--- src/hcbd_pkg.sv ---
// Shared types, constants and helper functions of the chunked body decoder.
package hcbd_pkg;

  localparam int unsigned DEFAULT_MAX_OUTPUT_BYTES = 1048576;
  localparam int unsigned DEFAULT_SIZE_BITS        = 32;

  localparam int unsigned CAP_W     = 21;
  localparam int unsigned CAP_RESET = 524288;

  localparam logic [7:0] ASCII_CR   = 8'h0D;
  localparam logic [7:0] ASCII_LF   = 8'h0A;
  localparam logic [7:0] ASCII_SEMI = 8'h3B;

  typedef enum logic [1:0] {
    OP_BYTE    = 2'd0,
    OP_END     = 2'd1,
    OP_RESTART = 2'd2
  } op_e;

  typedef enum logic [2:0] {
    PH_SIZE    = 3'd0,
    PH_EXT     = 3'd1,
    PH_SIZE_LF = 3'd2,
    PH_DATA    = 3'd3,
    PH_DATA_CR = 3'd4,
    PH_DATA_LF = 3'd5,
    PH_DONE    = 3'd6,
    PH_ERROR   = 3'd7
  } phase_e;

  typedef enum logic [1:0] {
    KIND_DATA  = 2'd0,
    KIND_DONE  = 2'd1,
    KIND_ERROR = 2'd2
  } kind_e;

  typedef enum logic [2:0] {
    ERR_BAD_HEX       = 3'd0,
    ERR_MISSING_SIZE  = 3'd1,
    ERR_BAD_SIZE_CRLF = 3'd2,
    ERR_BAD_DATA_CRLF = 3'd3,
    ERR_EARLY_END     = 3'd4,
    ERR_FULL          = 3'd5,
    ERR_OVERFLOW      = 3'd6
  } err_e;

  function automatic logic is_hex(input logic [7:0] b);
    return (b >= 8'h30 && b <= 8'h39) || (b >= 8'h61 && b <= 8'h66) ||
           (b >= 8'h41 && b <= 8'h46);
  endfunction

  function automatic logic [3:0] hex_val(input logic [7:0] b);
    logic [7:0] v;
    if (b >= 8'h30 && b <= 8'h39) begin
      v = b - 8'h30;
    end else if (b >= 8'h61 && b <= 8'h66) begin
      v = b - 8'h57;
    end else begin
      v = b - 8'h37;
    end
    return v[3:0];
  endfunction

endpackage

--- src/http_chunked_body_decoder.sv ---
// Top level of the HTTP chunked transfer body decoder.
//
// The decoder takes an encoded chunked body, one item per cycle when not stalled,
// on the slave stream: tuser carries the operation (byte, end of input, restart) and
// tdata the encoded byte. Decoded data bytes, the completion marker and
// error reports leave on the master stream, at most one result per item;
// tuser carries the result kind, tdata the data byte and the error code.
// An accepted item is held in an input register and is decoded from there
// into a result register, from which its result is offered on the master stream.
// One item per cycle is sustained while the receiver takes results, set by the single
// decode step that updates the chunk state and the result register.
// When the receiver stalls with a result pending, the input register fills
// and s_axis_tready_o drops until the result is taken; nothing is lost.
// The output capacity register is written on the cfg channel; its value
// is loaded into the output budget at reset and on every restart.
// Reset clears both stages and starts a new body with the reset capacity.
module http_chunked_body_decoder #(
  parameter int unsigned MAX_OUTPUT_BYTES = hcbd_pkg::DEFAULT_MAX_OUTPUT_BYTES,
  parameter int unsigned SIZE_BITS        = hcbd_pkg::DEFAULT_SIZE_BITS
) (
  input  logic                       clk_i,
  input  logic                       rst_ni,
  input  logic                       s_axis_tvalid_i,
  output logic                       s_axis_tready_o,
  input  logic [7:0]                 s_axis_tdata_i,  // in_byte
  input  logic [1:0]                 s_axis_tuser_i,  // op
  output logic                       m_axis_tvalid_o,
  input  logic                       m_axis_tready_i,
  output logic [15:0]                m_axis_tdata_o,  // out_byte, error_code, zero fill
  output logic [1:0]                 m_axis_tuser_o,  // kind
  input  logic                       cfg_valid_i,
  output logic                       cfg_ready_o,
  input  logic [hcbd_pkg::CAP_W-1:0] cfg_data_i      // output_capacity
);

  localparam int unsigned RW   = $clog2(MAX_OUTPUT_BYTES + 1);
  localparam int unsigned CMPW = (RW > hcbd_pkg::CAP_W) ? RW : hcbd_pkg::CAP_W;
  localparam logic [RW-1:0] ROOM_RESET = (hcbd_pkg::CAP_RESET > MAX_OUTPUT_BYTES) ?
                                         RW'(MAX_OUTPUT_BYTES) : RW'(hcbd_pkg::CAP_RESET);

  logic [hcbd_pkg::CAP_W-1:0] cap_q;
  logic [RW-1:0]              cap_clamped;

  logic       in_valid_q;
  logic [1:0] in_op_q;
  logic [7:0] in_byte_q;

  hcbd_pkg::phase_e      phase_q, phase_d;
  logic [SIZE_BITS-1:0]  chunk_q, chunk_d;
  logic                  saw_q, saw_d;
  logic [RW-1:0]         room_q, room_d;

  logic            res_valid;
  hcbd_pkg::kind_e res_kind;
  hcbd_pkg::err_e  res_code;
  logic [7:0]      res_byte;

  logic            out_valid_q;
  hcbd_pkg::kind_e out_kind_q;
  hcbd_pkg::err_e  out_code_q;
  logic [7:0]      out_byte_q;

  logic advance;

  assign advance         = in_valid_q && (!out_valid_q || m_axis_tready_i);
  assign s_axis_tready_o = !in_valid_q || advance;
  assign cfg_ready_o     = 1'b1;

  assign cap_clamped = (CMPW'(cap_q) > CMPW'(MAX_OUTPUT_BYTES)) ?
                       RW'(MAX_OUTPUT_BYTES) : RW'(cap_q);

  always_ff @(posedge clk_i or negedge rst_ni) begin
    if (!rst_ni) begin
      cap_q <= hcbd_pkg::CAP_W'(hcbd_pkg::CAP_RESET);
    end else if (cfg_valid_i) begin
      cap_q <= cfg_data_i;
    end
  end

  always_ff @(posedge clk_i or negedge rst_ni) begin
    if (!rst_ni) begin
      in_valid_q <= 1'b0;
    end else if (s_axis_tready_o) begin
      in_valid_q <= s_axis_tvalid_i;
    end
  end

  always_ff @(posedge clk_i) begin
    if (s_axis_tvalid_i && s_axis_tready_o) begin
      in_op_q   <= s_axis_tuser_i;
      in_byte_q <= s_axis_tdata_i;
    end
  end

  // Result of the held item, given the current chunk state.
  always_comb begin
    res_valid = 1'b0;
    res_kind  = hcbd_pkg::KIND_DATA;
    res_code  = hcbd_pkg::ERR_BAD_HEX;
    res_byte  = 8'h00;
    if (in_op_q == hcbd_pkg::OP_BYTE || in_op_q == hcbd_pkg::OP_END) begin
      if (phase_q != hcbd_pkg::PH_DONE && phase_q != hcbd_pkg::PH_ERROR) begin
        if (in_op_q == hcbd_pkg::OP_END || in_byte_q == 8'h00) begin
          res_valid = 1'b1;
          res_kind  = hcbd_pkg::KIND_ERROR;
          res_code  = hcbd_pkg::ERR_EARLY_END;
        end else begin
          case (phase_q)
            hcbd_pkg::PH_SIZE: begin
              if (in_byte_q == hcbd_pkg::ASCII_CR || in_byte_q == hcbd_pkg::ASCII_SEMI) begin
                if (!saw_q) begin
                  res_valid = 1'b1;
                  res_kind  = hcbd_pkg::KIND_ERROR;
                  res_code  = hcbd_pkg::ERR_MISSING_SIZE;
                end
              end else if (!hcbd_pkg::is_hex(in_byte_q)) begin
                res_valid = 1'b1;
                res_kind  = hcbd_pkg::KIND_ERROR;
                res_code  = hcbd_pkg::ERR_BAD_HEX;
              end else if (chunk_q[SIZE_BITS-1 -: 4] != 4'h0) begin
                res_valid = 1'b1;
                res_kind  = hcbd_pkg::KIND_ERROR;
                res_code  = hcbd_pkg::ERR_OVERFLOW;
              end
            end
            hcbd_pkg::PH_SIZE_LF: begin
              if (in_byte_q != hcbd_pkg::ASCII_LF) begin
                res_valid = 1'b1;
                res_kind  = hcbd_pkg::KIND_ERROR;
                res_code  = hcbd_pkg::ERR_BAD_SIZE_CRLF;
              end else if (chunk_q == '0) begin
                res_valid = 1'b1;
                res_kind  = hcbd_pkg::KIND_DONE;
              end
            end
            hcbd_pkg::PH_DATA: begin
              res_valid = 1'b1;
              if (room_q <= RW'(1)) begin
                res_kind = hcbd_pkg::KIND_ERROR;
                res_code = hcbd_pkg::ERR_FULL;
              end else begin
                res_byte = in_byte_q;
              end
            end
            hcbd_pkg::PH_DATA_CR: begin
              if (in_byte_q != hcbd_pkg::ASCII_CR) begin
                res_valid = 1'b1;
                res_kind  = hcbd_pkg::KIND_ERROR;
                res_code  = hcbd_pkg::ERR_BAD_DATA_CRLF;
              end
            end
            hcbd_pkg::PH_DATA_LF: begin
              if (in_byte_q != hcbd_pkg::ASCII_LF) begin
                res_valid = 1'b1;
                res_kind  = hcbd_pkg::KIND_ERROR;
                res_code  = hcbd_pkg::ERR_BAD_DATA_CRLF;
              end
            end
            default: ;
          endcase
        end
      end
    end
  end

  // Next chunk state for the held item.
  always_comb begin
    phase_d = phase_q;
    chunk_d = chunk_q;
    saw_d   = saw_q;
    room_d  = room_q;
    if (in_op_q == hcbd_pkg::OP_RESTART) begin
      phase_d = hcbd_pkg::PH_SIZE;
      chunk_d = '0;
      saw_d   = 1'b0;
      room_d  = cap_clamped;
    end else if (res_valid && res_kind == hcbd_pkg::KIND_ERROR) begin
      phase_d = hcbd_pkg::PH_ERROR;
    end else if (in_op_q == hcbd_pkg::OP_BYTE && in_byte_q != 8'h00) begin
      case (phase_q)
        hcbd_pkg::PH_SIZE: begin
          if (in_byte_q == hcbd_pkg::ASCII_CR) begin
            phase_d = hcbd_pkg::PH_SIZE_LF;
          end else if (in_byte_q == hcbd_pkg::ASCII_SEMI) begin
            phase_d = hcbd_pkg::PH_EXT;
          end else begin
            chunk_d = {chunk_q[SIZE_BITS-5:0], hcbd_pkg::hex_val(in_byte_q)};
            saw_d   = 1'b1;
          end
        end
        hcbd_pkg::PH_EXT: begin
          if (in_byte_q == hcbd_pkg::ASCII_CR) begin
            phase_d = hcbd_pkg::PH_SIZE_LF;
          end
        end
        hcbd_pkg::PH_SIZE_LF: begin
          phase_d = (chunk_q == '0) ? hcbd_pkg::PH_DONE : hcbd_pkg::PH_DATA;
        end
        hcbd_pkg::PH_DATA: begin
          room_d  = room_q - RW'(1);
          chunk_d = chunk_q - SIZE_BITS'(1);
          if (chunk_q == SIZE_BITS'(1)) begin
            phase_d = hcbd_pkg::PH_DATA_CR;
          end
        end
        hcbd_pkg::PH_DATA_CR: begin
          phase_d = hcbd_pkg::PH_DATA_LF;
        end
        hcbd_pkg::PH_DATA_LF: begin
          phase_d = hcbd_pkg::PH_SIZE;
          chunk_d = '0;
          saw_d   = 1'b0;
        end
        default: ;
      endcase
    end
  end

  always_ff @(posedge clk_i or negedge rst_ni) begin
    if (!rst_ni) begin
      phase_q <= hcbd_pkg::PH_SIZE;
      chunk_q <= '0;
      saw_q   <= 1'b0;
      room_q  <= ROOM_RESET;
    end else if (advance) begin
      phase_q <= phase_d;
      chunk_q <= chunk_d;
      saw_q   <= saw_d;
      room_q  <= room_d;
    end
  end

  always_ff @(posedge clk_i or negedge rst_ni) begin
    if (!rst_ni) begin
      out_valid_q <= 1'b0;
    end else if (advance) begin
      out_valid_q <= res_valid;
    end else if (m_axis_tready_i) begin
      out_valid_q <= 1'b0;
    end
  end

  always_ff @(posedge clk_i) begin
    if (advance && res_valid) begin
      out_kind_q <= res_kind;
      out_code_q <= res_code;
      out_byte_q <= res_byte;
    end
  end

  assign m_axis_tvalid_o = out_valid_q;
  assign m_axis_tuser_o  = out_kind_q;
  assign m_axis_tdata_o  = {5'b0, out_code_q, out_byte_q};

`ifndef NO_ASSERTIONS
  a_done_from_size_lf: assert property (@(posedge clk_i) disable iff (!rst_ni)
    (advance && res_valid && res_kind == hcbd_pkg::KIND_DONE) |->
      phase_q == hcbd_pkg::PH_SIZE_LF)
    else $error("completion reported outside the size line end");

  a_error_sticks: assert property (@(posedge clk_i) disable iff (!rst_ni)
    (advance && res_valid && res_kind == hcbd_pkg::KIND_ERROR) |=>
      phase_q == hcbd_pkg::PH_ERROR)
    else $error("error result did not move the decoder to the error phase");

  a_data_spends_room: assert property (@(posedge clk_i) disable iff (!rst_ni)
    (advance && res_valid && res_kind == hcbd_pkg::KIND_DATA) |=>
      room_q == $past(room_q) - RW'(1))
    else $error("data item did not spend one byte of output room");

  a_room_bound: assert property (@(posedge clk_i) disable iff (!rst_ni)
    CMPW'(room_q) <= CMPW'(MAX_OUTPUT_BYTES))
    else $error("output room above the maximum");

  a_stall_blocks_input: assert property (@(posedge clk_i) disable iff (!rst_ni)
    (in_valid_q && out_valid_q && !m_axis_tready_i) |-> !s_axis_tready_o)
    else $error("input taken while both stages are held");
`endif

endmodule

--- config.mk ---
export PLATFORM = sky130hd
export DESIGN_NAME = http_chunked_body_decoder
export DESIGN_NICKNAME = d
export VERILOG_FILES = /design/src/hcbd_pkg.sv /design/src/http_chunked_body_decoder.sv
export SDC_FILE = /design/constraint.sdc
export NUM_CORES = 1
export LEC_CHECK = 0
export CAP_MARGIN = 10
export CORE_UTILIZATION = 61
export CTS_BUF_LIST = sky130_fd_sc_hd__clkbuf_4
export CTS_CLUSTER_SIZE = 8
export DETAILED_ROUTE_END_ITERATION = 6
export DONT_BUFFER_PORTS = 1
export PLACE_DENSITY = 0.76
export SLEW_MARGIN = 20
export SYNTH_ARGS = -nofsm -noshare
export SYNTH_HDL_FRONTEND = slang
export SYNTH_SLANG_ARGS = --single-unit
--- constraint.sdc ---
create_clock -name clk_i -period 3.97 [get_ports clk_i]
set_input_delay 0.397 -clock clk_i [delete_from_list [all_inputs] [get_ports clk_i]]
set_output_delay 0.397 -clock clk_i [all_outputs]
set_load 0.02 [all_outputs]
* Word-level counts from Yosys, hierarchy flattened *
Index checks and enable logic that the tools add are counted.

storage, ports and cells
  word-level logic and storage cells = 153
  register bits = 103
  output and inout port bits = 21
  bits of input ports = 36

cells by class
  multiplexer cells = 65
  eq/ne operators = 21
  add/sub/neg operators = 5
  reduce and logical (&&, ||, !) cells = 38
  order comparisons = 8
  bitwise logic cells = 3

operators with widths
  operator                 count
  $mux W32                 5
  $mux W21                 5
  $pmux W32 S3             1
  $mux W3                  13
  $eq A32 B1 Y1 const B    1
  $logic_not A32 Y1        1
  $sub A32 B1 Y32 const B  1
  $mux W2                  14
  $gt A21 B21 Y1 const B   1
  $le A21 B1 Y1 const B    1
  $sub A21 B1 Y21 const B  1
  $mux W1                  20
  $pmux W3 S6              1
  $reduce_and A6 Y1        3
  $ge A8 B7 Y1 const B     2
  $le A8 B7 Y1 const B     2
  $ne A8 B4 Y1 const B     2
  $reduce_bool A8 Y1       2
  $pmux W3 S5              1
  $ne A3 B3 Y1 const B     4
  $pmux W2 S5              1
  $logic_and A1 B1 Y1      9
  $eq A8 B4 Y1 const B     1
  $eq A8 B6 Y1 const B     1
  other kinds (28)         47

* Depth between registers and ports, before layout *
  depth after elaboration = 14
  gate-level depth with buffers = 11
  depth with buffers taken out = 10

* Worst setup path after synthesis *
No wires, ideal clock.

  path kind = reg2reg
  start = register chunk_q[21]
  end = register out_kind_q[0], in the netlist m_axis_tuser_o[0], enable pin
  arrival time = 2.923 ns
  library setup time = 0.411 ns
  cell stages (with the launch flop) = 6
  clock period less this slack = 3.334 ns
  data required time = 3.559 ns
  slack = 0.636 ns
  cell sequence = dfrtp_1 > nor4_1 > nand3_1 > nor3_1 > nand3_1 > a311oi_1

between the ends
  longest elaborated chain between the ends = 8

ends and longest elaborated chain
  element                 line                              RTL
  from (decl)             http_chunked_body_decoder.sv:49   logic [SIZE_BITS-1:0] chunk_q, chunk_d;
  from (signal assigned)  http_chunked_body_decoder.sv:227  chunk_q <= chunk_d;
  $logic_not A32 Y1       http_chunked_body_decoder.sv:131  end else if (chunk_q == '0) begin
  $mux W1                 http_chunked_body_decoder.sv:131
  $mux W1                 http_chunked_body_decoder.sv:127  if (in_byte_q != hcbd_pkg::ASCII_LF) begin
  $pmux W1 S5             http_chunked_body_decoder.sv:108  case (phase_q)
  $mux W1                 http_chunked_body_decoder.sv:103  if (in_op_q == hcbd_pkg::OP_END || in_byte_q == 8'h00) begin
  $mux W1                 http_chunked_body_decoder.sv:102  if (phase_q != hcbd_pkg::PH_DONE && phase_q != hcbd_pkg::PH_ERROR) begin
  $mux W1                 http_chunked_body_decoder.sv:101  if (in_op_q == hcbd_pkg::OP_BYTE || in_op_q == hcbd_pkg::OP_END) begin
  $logic_and A1 B1 Y1     http_chunked_body_decoder.sv:244  if (advance && res_valid) begin
  to (signal assigned)    http_chunked_body_decoder.sv:245  out_kind_q <= res_kind;
  to (decl)               http_chunked_body_decoder.sv:59   hcbd_pkg::kind_e out_kind_q;

Every way passes these cells.
A chain may end at the register's enable or synchronous reset.

* Final worst setup path *
  start = register in_byte_q[0]
  end = register room_q[15]

between the ends
  longest elaborated chain between the ends = 14
  elaborated cells on any way between the ends = 43
  classes of those cells = 6 x order compare; 6 x eq/ne; 18 x mux; 13 x reduce/logical

ends and longest elaborated chain
  element                               line                              RTL
  from (decl)                           http_chunked_body_decoder.sv:46   logic [7:0] in_byte_q;
  from (signal assigned)                http_chunked_body_decoder.sv:91   in_byte_q <= s_axis_tdata_i;
  $ge A8 B6 Y1 (tied with other cells)  hcbd_pkg.sv:48                    return (b >= 8'h30 && b <= 8'h39) || (b >= 8'h61 && b <= 8'h66) ||
  $logic_and A1 B1 Y1                   hcbd_pkg.sv:48
  $logic_or A1 B1 Y1 (2 in series)      hcbd_pkg.sv:48
  $mux W2                               http_chunked_body_decoder.sv:116  end else if (!hcbd_pkg::is_hex(in_byte_q)) begin
  $mux W2                               http_chunked_body_decoder.sv:110  if (in_byte_q == hcbd_pkg::ASCII_CR || in_byte_q == hcbd_pkg::ASCII_SEMI) begin
  $pmux W2 S5                           http_chunked_body_decoder.sv:108
  $mux W2                               http_chunked_body_decoder.sv:103
  $mux W2                               http_chunked_body_decoder.sv:102
  $mux W2                               http_chunked_body_decoder.sv:101
  $eq A2 B2 Y1                          http_chunked_body_decoder.sv:177  end else if (res_valid && res_kind == hcbd_pkg::KIND_ERROR) begin
  $logic_and A1 B1 Y1                   http_chunked_body_decoder.sv:177
  $ne A2 B2 Y1 (no line)                --
  $reduce_and A4 Y1 (no line) (*)       --
  to (signal assigned)                  http_chunked_body_decoder.sv:229  room_q <= room_d;
  to (decl)                             http_chunked_body_decoder.sv:51   logic [RW-1:0] room_q, room_d;

Every way passes the cells marked *; elsewhere a longest branch is shown, timed or not.

==> results.json <==
{
  "vias": 5383,
  "cts_resized": 0,
  "cts_sinks": 103,
  "worst_pin_slew_ns": 0.7342,
  "fin_crit_ns": 3.280,
  "htreeDepth": 3,
  "r2r_slack_ns": 0.69,
  "hold_viol": 0,
  "power_mw": 4.214,
  "rsz0062_at_grt": "false",
  "r2r_cells": 9,
  "crit_path_end_kind": "flip-flop",
  "clkLatencyLatePin_ns": 0.49,
  "viasPerCell": 6.679,
  "required_ns": 4.39,
  "slew_headroom": 0.5036,
  "synth_compound_area_frac": 0.2514,
  "setup_tns_ns": 0,
  "synth_area_um2": 6087,
  "critPathArrivalTime_ns": 3.70,
  "clk_path_buf_depth": 2,
  "synth_top_area_cell": "dfrtp_1",
  "antenna_found_initial": 0,
  "cts_made_buffers": 9,
  "drtIter0Drc": 382,
  "r2r-start": "in_byte_q[0]$_DFFE_PP_",
  "muxShareOfSynthArea": 0.03700,
  "cp-start-kind": "flip-flop",
  "drcViolationCount": 0,
  "grt_pass1_vias": 5078,
  "fin_skew_ns": 0.02514,
  "routed_wirelength_um": 15390,
  "cts_setup_buffers": 0,
  "synth.top_cell.area_share": 0.3207,
  "crit_fanout": 17,
  "wl_per_cell_um": 19.10,
  "pin_count": 57,
  "status": "finished, final reports clean",
  "max_freq_mhz": 304.9,
  "synthArstFlopShare": 0.7767,
  "p_leak_nw": 2.531,
  "worstHoldStart": "cfg_data_i[8]",
  "synthDistinctLibCells": 74,
  "whs_endpoint": "cap_q[8]$_DFFE_PN0P_",
  "syn_inst": 662,
  "vdd_ir_drop_max_mv": 0.4801,
  "synthTopCellsByArea": "dfrtp_1 32%, edfxtp_1 11%, a21oi_1 4.9%",
  "hold_path.class": "input port to flip-flop",
  "fin_util": 0.6718,
  "post_route_cells_drive_above_1_share": 0.1010,
  "cts.clk_slew.worst_paths_ns": 0.16,
  "synth_warnings": 0,
  "avgSynthCellArea_um2": 9.195,
  "grt_use_total": 0.3178,
  "ant_nets": 0,
  "cts_root_buffer": "clkbuf_4",
  "dp_hpwl_um": 10550,
  "hold_buffers": 14,
  "port-buffer-count": 0,
  "grt.overflow.total": 0,
  "synth_edf_count": 23,
  "worst-setup-path-type": "flip-flop to flip-flop",
  "hold_path_depth": 1,
  "die_h_um": 101.9,
  "setup_viol": 0,
  "drtPass1Iterations": 5,
  "synthAdderAreaFrac": 0.01644,
  "die_w_um": 101.9,
  "maxSlewViolCount": 0,
  "power_density_nw_per_um2": 644.7,
  "place.gp.congestion": 0.9659,
  "core_um2": 9729,
  "synth_top_family_by_area": "compound AO/OA/AOI/OAI gates",
  "initial_utilization": 0.6256,
  "synth_ff_type": "dfrtp_1",
  "finalCritPeriodShare": 0.8262,
  "cts_tree": "yes",
  "nFillCells": 837,
  "diodes": 0,
  "rows": 36,
  "grt_pass1_wl_um": 25300,
  "max-cap-violations": 0,
  "r2r-end": "room_q[15]$_DFFE_PN0P_",
  "grt_max_degree": 81,
  "synthXorXnorAreaFrac": 0.01583,
  "holdWs_ns": 0.04532,
  "area_growth_pct": 7.379,
  "ys_seq_area_frac": 0.4428,
  "final_nets": 712,
  "synth-simple-area-share": 0.1877,
  "dieArea_um2": 10380,
  "ys_ff_latch": 103
}
placed cells by master, fill, tap and decap left out, types with 7 or more instances in the layout:
cell type / count
a32oi_1: 7
o21ai_0: 50
o22a_1: 8
nor4_1: 17
a2bb2oi_1: 10
buf_4: 18
o31ai_1: 13
a21oi_1: 60
a22oi_1: 13
dlygate4sd3_1: 14
ha_1: 8
a31oi_1: 13
o22ai_1: 10
nand2_1: 49
and2_1: 11
nand3_1: 15
edfxtp_1: 23
o21ai_1: 12
clkbuf_4: 9
nor3_1: 26
inv_1: 20
nand2b_1: 7
nor2_1: 49
dfrtp_1: 78
mux2_2: 20
final cells by class:
cell class	instances	area (um^2)	share of cell area
clock inverters	7	103.9	0.01589
clock buffers	9	67.56	0.01034
well taps	133	166.4	0.02546
inverters	20	75.07	0.01149
flip-flops and latches	103	2695	0.4123
repair buffers	33	302.8	0.04632
multi-input cells	501	3126	0.4782
worst max path at each step:
stage,start,end,cells past startpoint
floorplan,chunk_q[21]$_DFFE_PN0P_,m_axis_tuser_o[0]$_DFFE_PP_,5
global placement,room_q[12]$_DFFE_PN0P_,chunk_q[22]$_DFFE_PN0P_,8
detailed placement,room_q[12]$_DFFE_PN0P_,chunk_q[5]$_DFFE_PN0P_,8
CTS,room_q[12]$_DFFE_PN0P_,chunk_q[5]$_DFFE_PN0P_,8
global route,in_byte_q[0]$_DFFE_PP_,room_q[5]$_DFFE_PN0P_,9
finish,in_byte_q[0]$_DFFE_PP_,room_q[15]$_DFFE_PN0P_,9
per-layer routing:
| layer | routed length (um) | vias to the layer above | global-route usage |
|---|---|---|---|
| li1 | - | 2506 | - |
| met1 | 6216 | 2584 | 0.4007 |
| met2 | 7658 | 269 | 0.5307 |
| met3 | 1214 | 24 | 0.08413 |
| met4 | 303 | 0 | 0.1132 |
| met5 | 0 | - | 0 |
Yosys cell counts, types with 11 or more instances:
cell type  instances
clkbuf_1          25
nor3_1            26
o21ai_0           50
mux2_2            20
nand3_1           15
nand2_1           49
nor4_1            17
inv_1             20
edfxtp_1          23
o31ai_1           13
a21oi_1           60
and2_1            11
a22oi_1           13
nor2_1            50
a31oi_1           13
dfrtp_1           78
o21ai_1           12
power breakdown:
| group | internal (mW) | switching, mW | leakage (nW) | total, mW |
|---|---|---|---|---|
| clock | 0.264 | 0.367 | 0.0916 | 0.631 |
| sequential | 1.36 | 0.407 | 1.23 | 1.76 |
| combinational | 0.703 | 1.12 | 1.21 | 1.82 |
flip-flops by register name, summed over array words and instances, names as in the netlist:
signal           count
phase_q              3
room_q              21
in_op_q              2
out_code_q           3
m_axis_tuser_o       2
out_byte_q           8
saw_q                1
in_valid_q           1
in_byte_q            8
m_axis_tvalid_o      1
cap_q               21
chunk_q             32
kinds of logic after synthesis:
kind of cell / after synthesis
adder cells (fa/ha/maj): 8
multiplexers: 20
AND/OR/NAND/NOR: 220
AO/OA/AOI/OAI: 236
XOR/XNOR: 11
flip-flops: 103
buffers and inverters: 62
other: 2
metrics by stage:
step	worst slack [ns]	cells	cell area, um^2
finish	0.6898	806	6536
global route	0.4678	806	6536
CTS	0.7432	805	6526
detailed placement	0.7606	775	6197
global placement	0.8607	775	6197
floorplan	0.6359	666	6102
critical path, cell delays in order, from the launching register on:
cell	delay [ns]
edfxtp_1	0.52
inv_1	0.16
ha_1	0.18
nor4b_2	0.37
o21ai_0	0.14
a221oi_1	0.58
o2111a_4	0.39
nor2_4	0.11
a21oi_1	0.56
a2bb2oi_1	0.21
(Power assumes the default switching activity.)
